File: src/sv/lirs_pkg.sv
// Shared types, constants and sample format helpers for the linear interpolation resampler.
`timescale 1ns / 1ps

package lirs_pkg;

    localparam int PHASE_W   = 21;   // phase accumulator and step register width
    localparam int COUNT_W   = 4;    // channel count register width
    localparam int CH_W      = 3;    // channel index width on the ports
    localparam int SAMPLE_W  = 32;   // raw and decoded sample width
    localparam int CFG_IDX_W = 2;
    localparam int FRAMES_PER_INPUT = 8;  // output frames per input frame at minimum step

    localparam int DEF_MAX_CHANNELS = 8;
    localparam int DEF_FRAC_BITS    = 16;

    localparam logic [PHASE_W-1:0] PHASE_STEP_RESET    = 21'd65536;
    localparam logic [COUNT_W-1:0] CHANNEL_COUNT_RESET = 4'd2;

    typedef enum logic [1:0] {
        FMT_S8  = 2'd0,
        FMT_U8  = 2'd1,
        FMT_S16 = 2'd2,
        FMT_S32 = 2'd3
    } fmt_t;

    typedef enum logic [CFG_IDX_W-1:0] {
        REG_PHASE_STEP    = 2'd0,
        REG_CHANNEL_COUNT = 2'd1,
        REG_SAMPLE_FORMAT = 2'd2
    } cfg_reg_t;

    // One decoded input sample, handed from the front to the back.
    typedef struct packed {
        logic [CH_W-1:0]            chan;
        logic signed [SAMPLE_W-1:0] value;
        logic                       frame_done;
    } job_t;

    // One result beat.
    typedef struct packed {
        logic [SAMPLE_W-1:0] sample;
        logic [CH_W-1:0]     chan;
        logic                last;
    } result_t;

    // Clamp the channel count register to 1..max_ch.
    function automatic logic [COUNT_W-1:0] clamp_count(input logic [COUNT_W-1:0] cc,
                                                       input int unsigned max_ch);
        logic [COUNT_W-1:0] r;
        begin
            r = cc;
            if (cc == '0)
                r = COUNT_W'(1);
            else if (cc > COUNT_W'(max_ch))
                r = COUNT_W'(max_ch);
            return r;
        end
    endfunction

    function automatic logic signed [SAMPLE_W-1:0] decode_sample(input logic [SAMPLE_W-1:0] raw,
                                                                 input fmt_t fmt);
        logic signed [SAMPLE_W-1:0] r;
        begin
            unique case (fmt)
                FMT_S8:  r = {{24{raw[7]}}, raw[7:0]};
                FMT_U8:  r = {{24{~raw[7]}}, ~raw[7], raw[6:0]};
                FMT_S16: r = {{16{raw[15]}}, raw[15:0]};
                default: r = raw;
            endcase
            return r;
        end
    endfunction

    // Saturate a wide signed value to the format and pack it into raw bits.
    function automatic logic [SAMPLE_W-1:0] encode_sample(input logic signed [34:0] v,
                                                          input fmt_t fmt);
        logic signed [34:0] lo;
        logic signed [34:0] hi;
        logic signed [34:0] s;
        logic [SAMPLE_W-1:0] r;
        begin
            unique case (fmt)
                FMT_S8, FMT_U8:
                begin
                    lo = -35'sd128;
                    hi = 35'sd127;
                end
                FMT_S16:
                begin
                    lo = -35'sd32768;
                    hi = 35'sd32767;
                end
                default:
                begin
                    lo = -35'sd2147483648;
                    hi = 35'sd2147483647;
                end
            endcase
            if (v < lo)
                s = lo;
            else if (v > hi)
                s = hi;
            else
                s = v;
            unique case (fmt)
                FMT_S8:  r = {24'd0, s[7:0]};
                FMT_U8:  r = {24'd0, ~s[7], s[6:0]};
                FMT_S16: r = {16'd0, s[15:0]};
                default: r = s[31:0];
            endcase
            return r;
        end
    endfunction

endpackage

File: src/sv/lirs_fifo.sv
// Small register queue with full and empty flags.
`timescale 1ns / 1ps

module lirs_fifo
    import lirs_pkg::*;
#(
    parameter type T     = job_t,
    parameter int  DEPTH = 2
)
(
    input  logic clk,
    input  logic rst_n,
    input  logic wr_en,
    input  T     wr_data,
    output logic full,
    input  logic rd_en,
    output T     rd_data,
    output logic empty
);

    localparam int AW = (DEPTH > 1) ? $clog2(DEPTH) : 1;
    localparam int CW = $clog2(DEPTH + 1);

    T                entry_reg [DEPTH];
    logic [AW-1:0]   wr_ptr_reg;
    logic [AW-1:0]   wr_ptr_next;
    logic [AW-1:0]   rd_ptr_reg;
    logic [AW-1:0]   rd_ptr_next;
    logic [CW-1:0]   count_reg;
    logic [CW-1:0]   count_next;
    logic            do_wr;
    logic            do_rd;

    assign full    = (count_reg == CW'(DEPTH));
    assign empty   = (count_reg == '0);
    assign rd_data = entry_reg[rd_ptr_reg];
    assign do_wr   = wr_en && !full;
    assign do_rd   = rd_en && !empty;

    always_comb
    begin
        wr_ptr_next = wr_ptr_reg;
        rd_ptr_next = rd_ptr_reg;
        count_next  = count_reg;
        if (do_wr)
            wr_ptr_next = (wr_ptr_reg == AW'(DEPTH - 1)) ? '0 : wr_ptr_reg + AW'(1);
        if (do_rd)
            rd_ptr_next = (rd_ptr_reg == AW'(DEPTH - 1)) ? '0 : rd_ptr_reg + AW'(1);
        if (do_wr && !do_rd)
            count_next = count_reg + CW'(1);
        else if (do_rd && !do_wr)
            count_next = count_reg - CW'(1);
    end

    always_ff @(posedge clk or negedge rst_n)
    begin
        if (!rst_n)
        begin
            wr_ptr_reg <= '0;
            rd_ptr_reg <= '0;
            count_reg  <= '0;
        end
        else
        begin
            wr_ptr_reg <= wr_ptr_next;
            rd_ptr_reg <= rd_ptr_next;
            count_reg  <= count_next;
        end
    end

    always_ff @(posedge clk)
    begin
        if (do_wr)
            entry_reg[wr_ptr_reg] <= wr_data;
    end

endmodule

File: src/sv/lirs_front.sv
// Input side: decodes raw samples and tracks the channel position within a frame.
`timescale 1ns / 1ps

module lirs_front
    import lirs_pkg::*;
#(
    parameter int MAX_CHANNELS = DEF_MAX_CHANNELS
)
(
    input  logic                clk,
    input  logic                rst_n,
    input  logic                push,
    input  logic [SAMPLE_W-1:0] in_sample,
    input  logic [COUNT_W-1:0]  chan_total,
    input  fmt_t                sample_format,
    input  logic                job_full,
    output logic                job_push,
    output job_t                job_data
);

    localparam int CW = (MAX_CHANNELS > 1) ? $clog2(MAX_CHANNELS) : 1;

    logic [CW-1:0]      pos_reg;
    logic [CW-1:0]      pos_next;
    logic [CW-1:0]      chan;
    logic [COUNT_W-1:0] cc_eff;
    logic [COUNT_W-1:0] chan_plus;
    logic               done;

    assign cc_eff    = clamp_count(chan_total, MAX_CHANNELS);
    // A position left past a lowered count restarts at channel 0.
    assign chan      = (COUNT_W'(pos_reg) >= cc_eff) ? '0 : pos_reg;
    assign chan_plus = COUNT_W'(chan) + COUNT_W'(1);
    assign done      = (chan_plus >= cc_eff);
    assign pos_next  = done ? '0 : CW'(chan_plus);
    assign job_push  = push && !job_full;

    always_comb
    begin
        job_data.chan       = CH_W'(chan);
        job_data.value      = decode_sample(in_sample, sample_format);
        job_data.frame_done = done;
    end

    always_ff @(posedge clk or negedge rst_n)
    begin
        if (!rst_n)
            pos_reg <= '0;
        else if (job_push)
            pos_reg <= pos_next;
    end

endmodule

File: src/sv/lirs_back.sv
// Back end: keeps the two stored frames, runs the phase loop and interpolates each channel.
`timescale 1ns / 1ps

module lirs_back
    import lirs_pkg::*;
#(
    parameter int MAX_CHANNELS = DEF_MAX_CHANNELS,
    parameter int FRAC_BITS    = DEF_FRAC_BITS
)
(
    input  logic               clk,
    input  logic               rst_n,
    input  logic [PHASE_W-1:0] phase_step,
    input  logic [COUNT_W-1:0] chan_total,
    input  fmt_t               sample_format,
    input  logic               job_empty,
    input  job_t               job_head,
    output logic               job_pop,
    input  logic               res_full,
    output logic               res_push,
    output result_t            res_data
);

    localparam int CW    = (MAX_CHANNELS > 1) ? $clog2(MAX_CHANNELS) : 1;
    localparam int PHW   = ((FRAC_BITS > PHASE_W) ? FRAC_BITS : PHASE_W) + 2;
    localparam int FL    = FRAC_BITS / 2;
    localparam int FH    = FRAC_BITS - FL;
    localparam int DW    = SAMPLE_W + 1;
    localparam int PLO_W = DW + FL + 1;
    localparam int ACC_W = DW + FRAC_BITS + 2;
    localparam int FRM_W = $clog2(FRAMES_PER_INPUT);

    localparam logic [PHW-1:0] ONE      = {{(PHW-1){1'b0}}, 1'b1} << FRAC_BITS;
    localparam logic [PHW-1:0] MIN_STEP = ONE >> 3;
    localparam logic signed [ACC_W-1:0] HALF =
        {{(ACC_W-1){1'b0}}, 1'b1} << (FRAC_BITS - 1);

    typedef enum logic [1:0] {
        B_IDLE,
        B_MUL_LO,
        B_MUL_HI,
        B_EMIT
    } back_state_t;

    back_state_t state_reg;
    back_state_t state_next;

    logic signed [SAMPLE_W-1:0] older_reg [MAX_CHANNELS];
    logic signed [SAMPLE_W-1:0] newer_reg [MAX_CHANNELS];

    logic [CW-1:0]     chan_reg;
    logic [CW-1:0]     chan_next;
    logic [FRM_W-1:0]  frames_reg;
    logic [FRM_W-1:0]  frames_next;
    logic [PHW-1:0]    phase_reg;
    logic [PHW-1:0]    phase_next;
    logic              first_seen_reg;
    logic              first_seen_next;

    logic signed [SAMPLE_W-1:0] s1_reg;
    logic signed [DW-1:0]       diff_reg;
    logic signed [PLO_W-1:0]    plo_reg;
    logic signed [ACC_W-1:0]    acc_reg;

    logic [CW-1:0]              rd_idx;
    logic signed [SAMPLE_W-1:0] rd_old;
    logic signed [SAMPLE_W-1:0] rd_new;
    logic                       load_frame;

    logic [COUNT_W-1:0]         cc_eff;
    logic [PHW-1:0]             step_ext;
    logic [PHW-1:0]             step_eff;
    logic [PHW-1:0]             phase_sum;
    logic [PHW-1:0]             phase_less_one;
    logic [PHW-1:0]             phase_wrap;
    logic [PHW-1:0]             sum_less_one;
    logic [PHW-1:0]             sum_wrap;
    logic                       chan_last;
    logic                       run_last;

    logic [FRAC_BITS-1:0]       frac;
    logic signed [FL:0]         frac_lo_s;
    logic signed [FH:0]         frac_hi_s;
    logic signed [PLO_W-1:0]    plo;
    logic signed [DW+FH:0]      phi;
    logic signed [ACC_W-1:0]    acc_sum;
    logic signed [34:0]         interp_val;

    assign cc_eff    = clamp_count(chan_total, MAX_CHANNELS);
    assign step_ext  = PHW'(phase_step);
    assign step_eff  = (step_ext < MIN_STEP) ? MIN_STEP : step_ext;
    assign phase_sum = phase_reg + step_eff;

    // Leftover phase masked to PHASE_W bits, the step register width.
    assign phase_less_one = phase_reg - ONE;
    assign phase_wrap     = PHW'(phase_less_one[PHASE_W-1:0]);
    assign sum_less_one   = phase_sum - ONE;
    assign sum_wrap       = (phase_sum >= ONE) ? PHW'(sum_less_one[PHASE_W-1:0]) : '0;

    assign chan_last = ((COUNT_W'(chan_reg) + COUNT_W'(1)) == cc_eff);
    assign run_last  = (phase_sum >= ONE) || (frames_reg == FRM_W'(FRAMES_PER_INPUT - 1));

    // One shared read port on the frame store.
    assign rd_idx = (state_reg == B_IDLE) ? job_head.chan[CW-1:0] : chan_reg;
    assign rd_old = older_reg[rd_idx];
    assign rd_new = newer_reg[rd_idx];

    // Split the fraction so each product stays narrow.
    assign frac      = phase_reg[FRAC_BITS-1:0];
    assign frac_lo_s = {1'b0, frac[FL-1:0]};
    assign frac_hi_s = {1'b0, frac[FRAC_BITS-1:FL]};
    assign plo       = (DW'(rd_new) - DW'(rd_old)) * frac_lo_s;
    assign phi       = diff_reg * frac_hi_s;
    assign acc_sum   = (ACC_W'(phi) <<< FL) + ACC_W'(plo_reg) + HALF;

    // Floor shift gives round half up on the signed product.
    assign interp_val = 35'(s1_reg) + 35'(acc_reg >>> FRAC_BITS);

    always_comb
    begin
        res_data.sample = encode_sample(interp_val, sample_format);
        res_data.chan   = CH_W'(chan_reg);
        res_data.last   = chan_last && run_last;
    end

    always_comb
    begin
        state_next      = state_reg;
        chan_next       = chan_reg;
        frames_next     = frames_reg;
        phase_next      = phase_reg;
        first_seen_next = first_seen_reg;
        job_pop         = 1'b0;
        res_push        = 1'b0;
        load_frame      = 1'b0;
        unique case (state_reg)
            B_IDLE:
            begin
                if (!job_empty)
                begin
                    job_pop    = 1'b1;
                    load_frame = 1'b1;
                    if (job_head.frame_done)
                    begin
                        if (!first_seen_reg)
                            first_seen_next = 1'b1;
                        else if (phase_reg < ONE)
                        begin
                            chan_next   = '0;
                            frames_next = '0;
                            state_next  = B_MUL_LO;
                        end
                        else
                            phase_next = phase_wrap;
                    end
                end
            end
            B_MUL_LO:
            begin
                state_next = B_MUL_HI;
            end
            B_MUL_HI:
            begin
                state_next = B_EMIT;
            end
            B_EMIT:
            begin
                if (!res_full)
                begin
                    res_push = 1'b1;
                    if (!chan_last)
                    begin
                        chan_next  = chan_reg + CW'(1);
                        state_next = B_MUL_LO;
                    end
                    else if (run_last)
                    begin
                        phase_next = sum_wrap;
                        state_next = B_IDLE;
                    end
                    else
                    begin
                        // Advance to the next output frame.
                        chan_next   = '0;
                        frames_next = frames_reg + FRM_W'(1);
                        phase_next  = phase_sum;
                        state_next  = B_MUL_LO;
                    end
                end
            end
            default:
            begin
                state_next = B_IDLE;
            end
        endcase
    end

    always_ff @(posedge clk or negedge rst_n)
    begin
        if (!rst_n)
        begin
            state_reg      <= B_IDLE;
            chan_reg       <= '0;
            frames_reg     <= '0;
            phase_reg      <= '0;
            first_seen_reg <= 1'b0;
        end
        else
        begin
            state_reg      <= state_next;
            chan_reg       <= chan_next;
            frames_reg     <= frames_next;
            phase_reg      <= phase_next;
            first_seen_reg <= first_seen_next;
        end
    end

    always_ff @(posedge clk or negedge rst_n)
    begin
        if (!rst_n)
        begin
            for (int i = 0; i < MAX_CHANNELS; i++)
            begin
                older_reg[i] <= '0;
                newer_reg[i] <= '0;
            end
        end
        else if (load_frame)
        begin
            older_reg[rd_idx] <= rd_new;
            newer_reg[rd_idx] <= job_head.value;
        end
    end

    always_ff @(posedge clk)
    begin
        if (state_reg == B_MUL_LO)
        begin
            s1_reg   <= rd_old;
            diff_reg <= DW'(rd_new) - DW'(rd_old);
            plo_reg  <= plo;
        end
        if (state_reg == B_MUL_HI)
            acc_reg <= acc_sum;
    end

endmodule

File: src/sv/linear_interp_resampler.sv
// Path: an input beat that completes a frame goes via the job queue to B_IDLE; each
// result beat then takes the two-step multiply (B_MUL_LO, B_MUL_HI) and output push
// (B_EMIT, held while the result queue is full). Other input beats pop in B_IDLE.
// With N channels and K output frames the back end pops no job till N*K beats are out.
// Reset: asynchronous, active low; clears both stored frames, the phase, the channel
// position and both queues, and loads the register reset values.
`timescale 1ns / 1ps

module linear_interp_resampler
    import lirs_pkg::*;
#(
    parameter int MAX_CHANNELS = DEF_MAX_CHANNELS,
    parameter int FRAC_BITS    = DEF_FRAC_BITS
)
(
    input  logic                 clk,
    input  logic                 rst_n,
    input  logic                 cfg_we,
    input  logic [CFG_IDX_W-1:0] cfg_index,
    input  logic [PHASE_W-1:0]   cfg_data,
    input  logic                 push,
    output logic                 full,
    input  logic [SAMPLE_W-1:0]  in_sample,
    output logic                 empty,
    input  logic                 pop,
    output logic [SAMPLE_W-1:0]  out_sample,
    output logic [CH_W-1:0]      out_channel,
    output logic                 last_of_run
);

    logic [PHASE_W-1:0] phase_step_reg;
    logic [COUNT_W-1:0] chan_total_reg;
    fmt_t               sample_format_reg;

    logic    job_push;
    job_t    job_in;
    logic    job_full;
    logic    job_pop;
    job_t    job_head;
    logic    job_empty;
    logic    res_push;
    result_t res_in;
    logic    res_full;
    result_t res_head;

    always_ff @(posedge clk or negedge rst_n)
    begin
        if (!rst_n)
        begin
            phase_step_reg    <= PHASE_STEP_RESET;
            chan_total_reg    <= CHANNEL_COUNT_RESET;
            sample_format_reg <= FMT_S16;
        end
        else if (cfg_we)
        begin
            unique case (cfg_reg_t'(cfg_index))
                REG_PHASE_STEP:    phase_step_reg    <= cfg_data;
                REG_CHANNEL_COUNT: chan_total_reg    <= cfg_data[COUNT_W-1:0];
                REG_SAMPLE_FORMAT: sample_format_reg <= fmt_t'(cfg_data[1:0]);
                default:           ;
            endcase
        end
    end

    lirs_front #(
        .MAX_CHANNELS(MAX_CHANNELS)
    ) u_front (
        .clk          (clk),
        .rst_n        (rst_n),
        .push         (push),
        .in_sample    (in_sample),
        .chan_total   (chan_total_reg),
        .sample_format(sample_format_reg),
        .job_full     (job_full),
        .job_push     (job_push),
        .job_data     (job_in)
    );

    lirs_fifo #(
        .T    (job_t),
        .DEPTH(2)
    ) u_job_q (
        .clk    (clk),
        .rst_n  (rst_n),
        .wr_en  (job_push),
        .wr_data(job_in),
        .full   (job_full),
        .rd_en  (job_pop),
        .rd_data(job_head),
        .empty  (job_empty)
    );

    lirs_back #(
        .MAX_CHANNELS(MAX_CHANNELS),
        .FRAC_BITS   (FRAC_BITS)
    ) u_back (
        .clk          (clk),
        .rst_n        (rst_n),
        .phase_step   (phase_step_reg),
        .chan_total   (chan_total_reg),
        .sample_format(sample_format_reg),
        .job_empty    (job_empty),
        .job_head     (job_head),
        .job_pop      (job_pop),
        .res_full     (res_full),
        .res_push     (res_push),
        .res_data     (res_in)
    );

    lirs_fifo #(
        .T    (result_t),
        .DEPTH(2)
    ) u_res_q (
        .clk    (clk),
        .rst_n  (rst_n),
        .wr_en  (res_push),
        .wr_data(res_in),
        .full   (res_full),
        .rd_en  (pop),
        .rd_data(res_head),
        .empty  (empty)
    );

    assign full        = job_full;
    assign out_sample  = res_head.sample;
    assign out_channel = res_head.chan;
    assign last_of_run = res_head.last;

endmodule

File: config.mk
export PLATFORM = sky130hd
export DESIGN_NAME = linear_interp_resampler
export DESIGN_NICKNAME = d
export VERILOG_FILES = /design/src/sv/lirs_pkg.sv /design/src/sv/lirs_fifo.sv /design/src/sv/lirs_front.sv /design/src/sv/lirs_back.sv /design/src/sv/linear_interp_resampler.sv
export SDC_FILE = /design/constraint.sdc
export NUM_CORES = 2
export LEC_CHECK = 0
export BUFFER_PORTS_ARGS = -buffer_cell sky130_fd_sc_hd__buf_2
export CAP_MARGIN = 40
export CORE_ASPECT_RATIO = 1.1
export CORE_MARGIN = 2
export CORE_UTILIZATION = 60
export DETAILED_ROUTE_END_ITERATION = 7
export PLACE_DENSITY = 0.82
export SLEW_MARGIN = 20
export SYNTH_ARGS = -nofsm -noshare
export SYNTH_HDL_FRONTEND = slang
export SYNTH_SLANG_ARGS = --single-unit
File: constraint.sdc
create_clock -name clk -period 31.6 [get_ports clk]
set_clock_uncertainty 0.15 [all_clocks]
set_input_delay 6.32 -clock clk [delete_from_list [all_inputs] [get_ports clk]]
set_output_delay 6.32 -clock clk [all_outputs]
set_load 0.02 [all_outputs]
==> impl_metrics.toml <==
[synthesis]
syn_area_per_cell_um2 = 10.02
synth_sequential_area_ratio_pct = 36.78
synth_fp_nets = 7088
postSynth.topFlopCell = "dfrtp_1"
yosys.cell_types.count = 93
area_share_of_the_leading_cell_type_in_the_synthesized_netlist_pct = 23.26
async_flop_share_pct = 67.67
netlist_top_cells_area = "dfrtp_1, edfxtp_1, fa_1"
netlist_instances = 6219
syn-cell-area_mm2 = 0.06230
synth_top_cell_by_area = "dfrtp_1"
number_of_flip_flops_and_latches_in_the_synthesized_netlist = 860
synth_enable_flop_cells = 278
synth.yosys.warnings = 0

[hold_path]
worst_hold_path_type = "reg2reg"
worst_hold_path.num_cells = 2
holdPathEnd = "u_back.newer_reg[178]"
hold_path_startpoint = "u_back.newer_reg[178]"

[cts]
cts_htree_levels = 3
ctsRootBufferMaster = "clkbuf_16"
holdBufCountCts = 0
tritoncts = "yes"
cts.clk_slew.worst_paths_ns = 0.06
number_of_cts_inserted_buffers = 83
cts.path.max_buffers = 3
numClockSinks = 860
insertion_delay_ns = 0.70
setup_bufs_post_cts = 0
cts-resized-gates = 0

[detailed_routing]
detailedRoute.firstPassIterationCount = 8
drt_wl_total_um = 158700
post_dr_wirelength_cell_um = 20.80
via_count_of_the_routed_design = 46810
vias_per_cell = 6.135
first_iter_violations = 4255
antenna_left = 0
remaining_drc_errors = 0

[critical_path]
critical_path.most_common_cell = "inv_1"
rrSetupSlack_ns = 19.12
cp.required_ns = 31.90
slowest_stage = "xor2_1"
r2r_path_end = "u_back.plo_reg[40]"
crit_arrival_ns = 12.78
cp_max_fo = 37
worstRegToRegCells = 39
cp_slowest_stage_delay_ns = 0.72
timing.critical_path.from_type = "register"
endpoint_kind = "register"
critPathKind = "reg2reg"
worst_r2r_startpoint = "u_back.state_reg[0]"

[placement]
gp_congestion = 1.004
dp_cells = 7456
dpl.hpwl_um = 114100
placement.io_buffers = 97

[run_status]
status = "complete, no violations"

[die]
core_area_mm2 = 0.1027
io_pins = 98
die-width_um = 311.2
placementRows = 123
die_height_um = 342.0
dieArea_mm2 = 0.1064
initial_utilization_pct = 60.69

[global_route]
antenna_found_initial = 1
first_global_vias = 48390
grt_max_degree = 191
grt.overflow.total = 0
grtUsageTotal_pct = 30.01
global_route_wire_length_before_repair_um = 255600

[sta]
drv_slew = 0
fin_setup_tns_ns = 0
timing.max_slew.rel_slack_pct = 34.11
period_share_pct = 39.50
post_route_minimum_period_ns = 12.48
grt_setup_unrepaired = "no"
tightest_slew_ns = 0.9800
count_of_final_setup_violators = 0
hold_viol_final = 0
fmax_mhz = 80.11

[finish]
num-nets-final = 7053
synthToLayoutAreaGrowth_pct = 8.294
final.fill_count = 7689
fin_cells = 7630
final_cell_mix = "nand2_1, inv_1, dfrtp_1, o21ai_0, fa_1"
post_route_cells_drive_above_1_share_pct = 9.321
layout_commonest_cell = "nand2_1"
insertedDiodeCount = 0

[flow_run]
maxCapViolCount = 0
## worst max-delay path, delay by kind of cell (launching register included)
family / cells / cell delay, ns
compound gates: 11 / 3.14
mux: 2 / 1.09
flops: 1 / 0.49
simple gates: 9 / 1.65
fa+ha+maj: 7 / 3.01
buf+inv: 9 / 1.91
xor+xnor: 1 / 0.72
## cells by family after synthesis
kind of cell	after synthesis	share of synthesized area, %
simple gates	1830	13.81
compound gates	1277	12.50
buf+inv	973	5.908
flops	860	36.78
fa+ha+maj	809	21.19
mux	296	7.340
xor+xnor	174	2.470
## per-layer routing
layer | global-route usage [%] | vias up | part of all wire [%]
met1 | 38.58 | 23520 | 40
met2 | 51.42 | 1791 | 49
li1 | - | 21120 | -
met5 | 0 | - | 0.0082
met4 | 12.57 | 2 | 4.1
met3 | 4.170 | 376 | 6.5
## cell type report
type	count	area [um^2]	area share [%]
Multi-Input combinational cell	4386	35870	53.17
Tap cell	1375	1720	2.550
Sequential cell	860	22920	33.97
Timing Repair Buffer	188	1476	2.188
Clock buffer	112	2326	3.447
Clock inverter	44	658.1	0.9754
Inverter	665	2496	3.700
## synthesized netlist by cell type, types with 14 or more instances
cell       count
edfxtp_1     278
o21bai_1      23
nand3_1       76
a21o_1       132
clkbuf_1     267
mux4_2       120
ha_1         399
nor4_1        37
dfrtp_1      579
and3_1        37
mux2_2        73
inv_1        663
o21ai_0      501
nor3_1        67
o2111ai_1     14
a211oi_1      34
a21oi_1      325
mux2i_1       98
buf_2         17
xor2_1        63
buf_1         22
nand4_1       48
fa_1         410
xnor2_1      109
o21a_1        35
a31oi_1       18
nand2b_1      45
and2_1       308
nor2b_1       39
nor2_1       332
or3_1         17
nand2_1      775
## stage by stage
step / worst slack, ns / cell area [um^2] / utilization, % / hold WS [ns]
after floorplan: 21.56 / 62300 / - / 0.2865
after global placement: 19.11 / 63970 / 62.32 / 0.3063
after detailed placement: 19.22 / 64210 / 62.55 / 0.3153
after CTS: 19.08 / 67190 / 65.46 / 0.3295
after global routing: 18.34 / 67470 / 65.73 / 0.3432
final: 19.12 / 67470 / 65.73 / 0.3252
## how the worst max path moves through the flow
stage | from | endpoint | slack [ns]
final | u_back.state_reg[0] | u_back.plo_reg[40] | 19.12
after CTS | u_job_q.rd_ptr_reg | u_back.plo_reg[40] | 19.08
after global placement | u_job_q.rd_ptr_reg | u_back.plo_reg[40] | 19.11
after global routing | u_job_q.rd_ptr_reg | u_back.plo_reg[40] | 18.34
after floorplan | u_back.state_reg[0] | u_back.plo_reg[38] | 21.56
after detailed placement | u_job_q.rd_ptr_reg | u_back.plo_reg[40] | 19.22
Power is not shown: default switching activity piles up to over one toggle a cycle in this logic, so the estimate is an artifact.
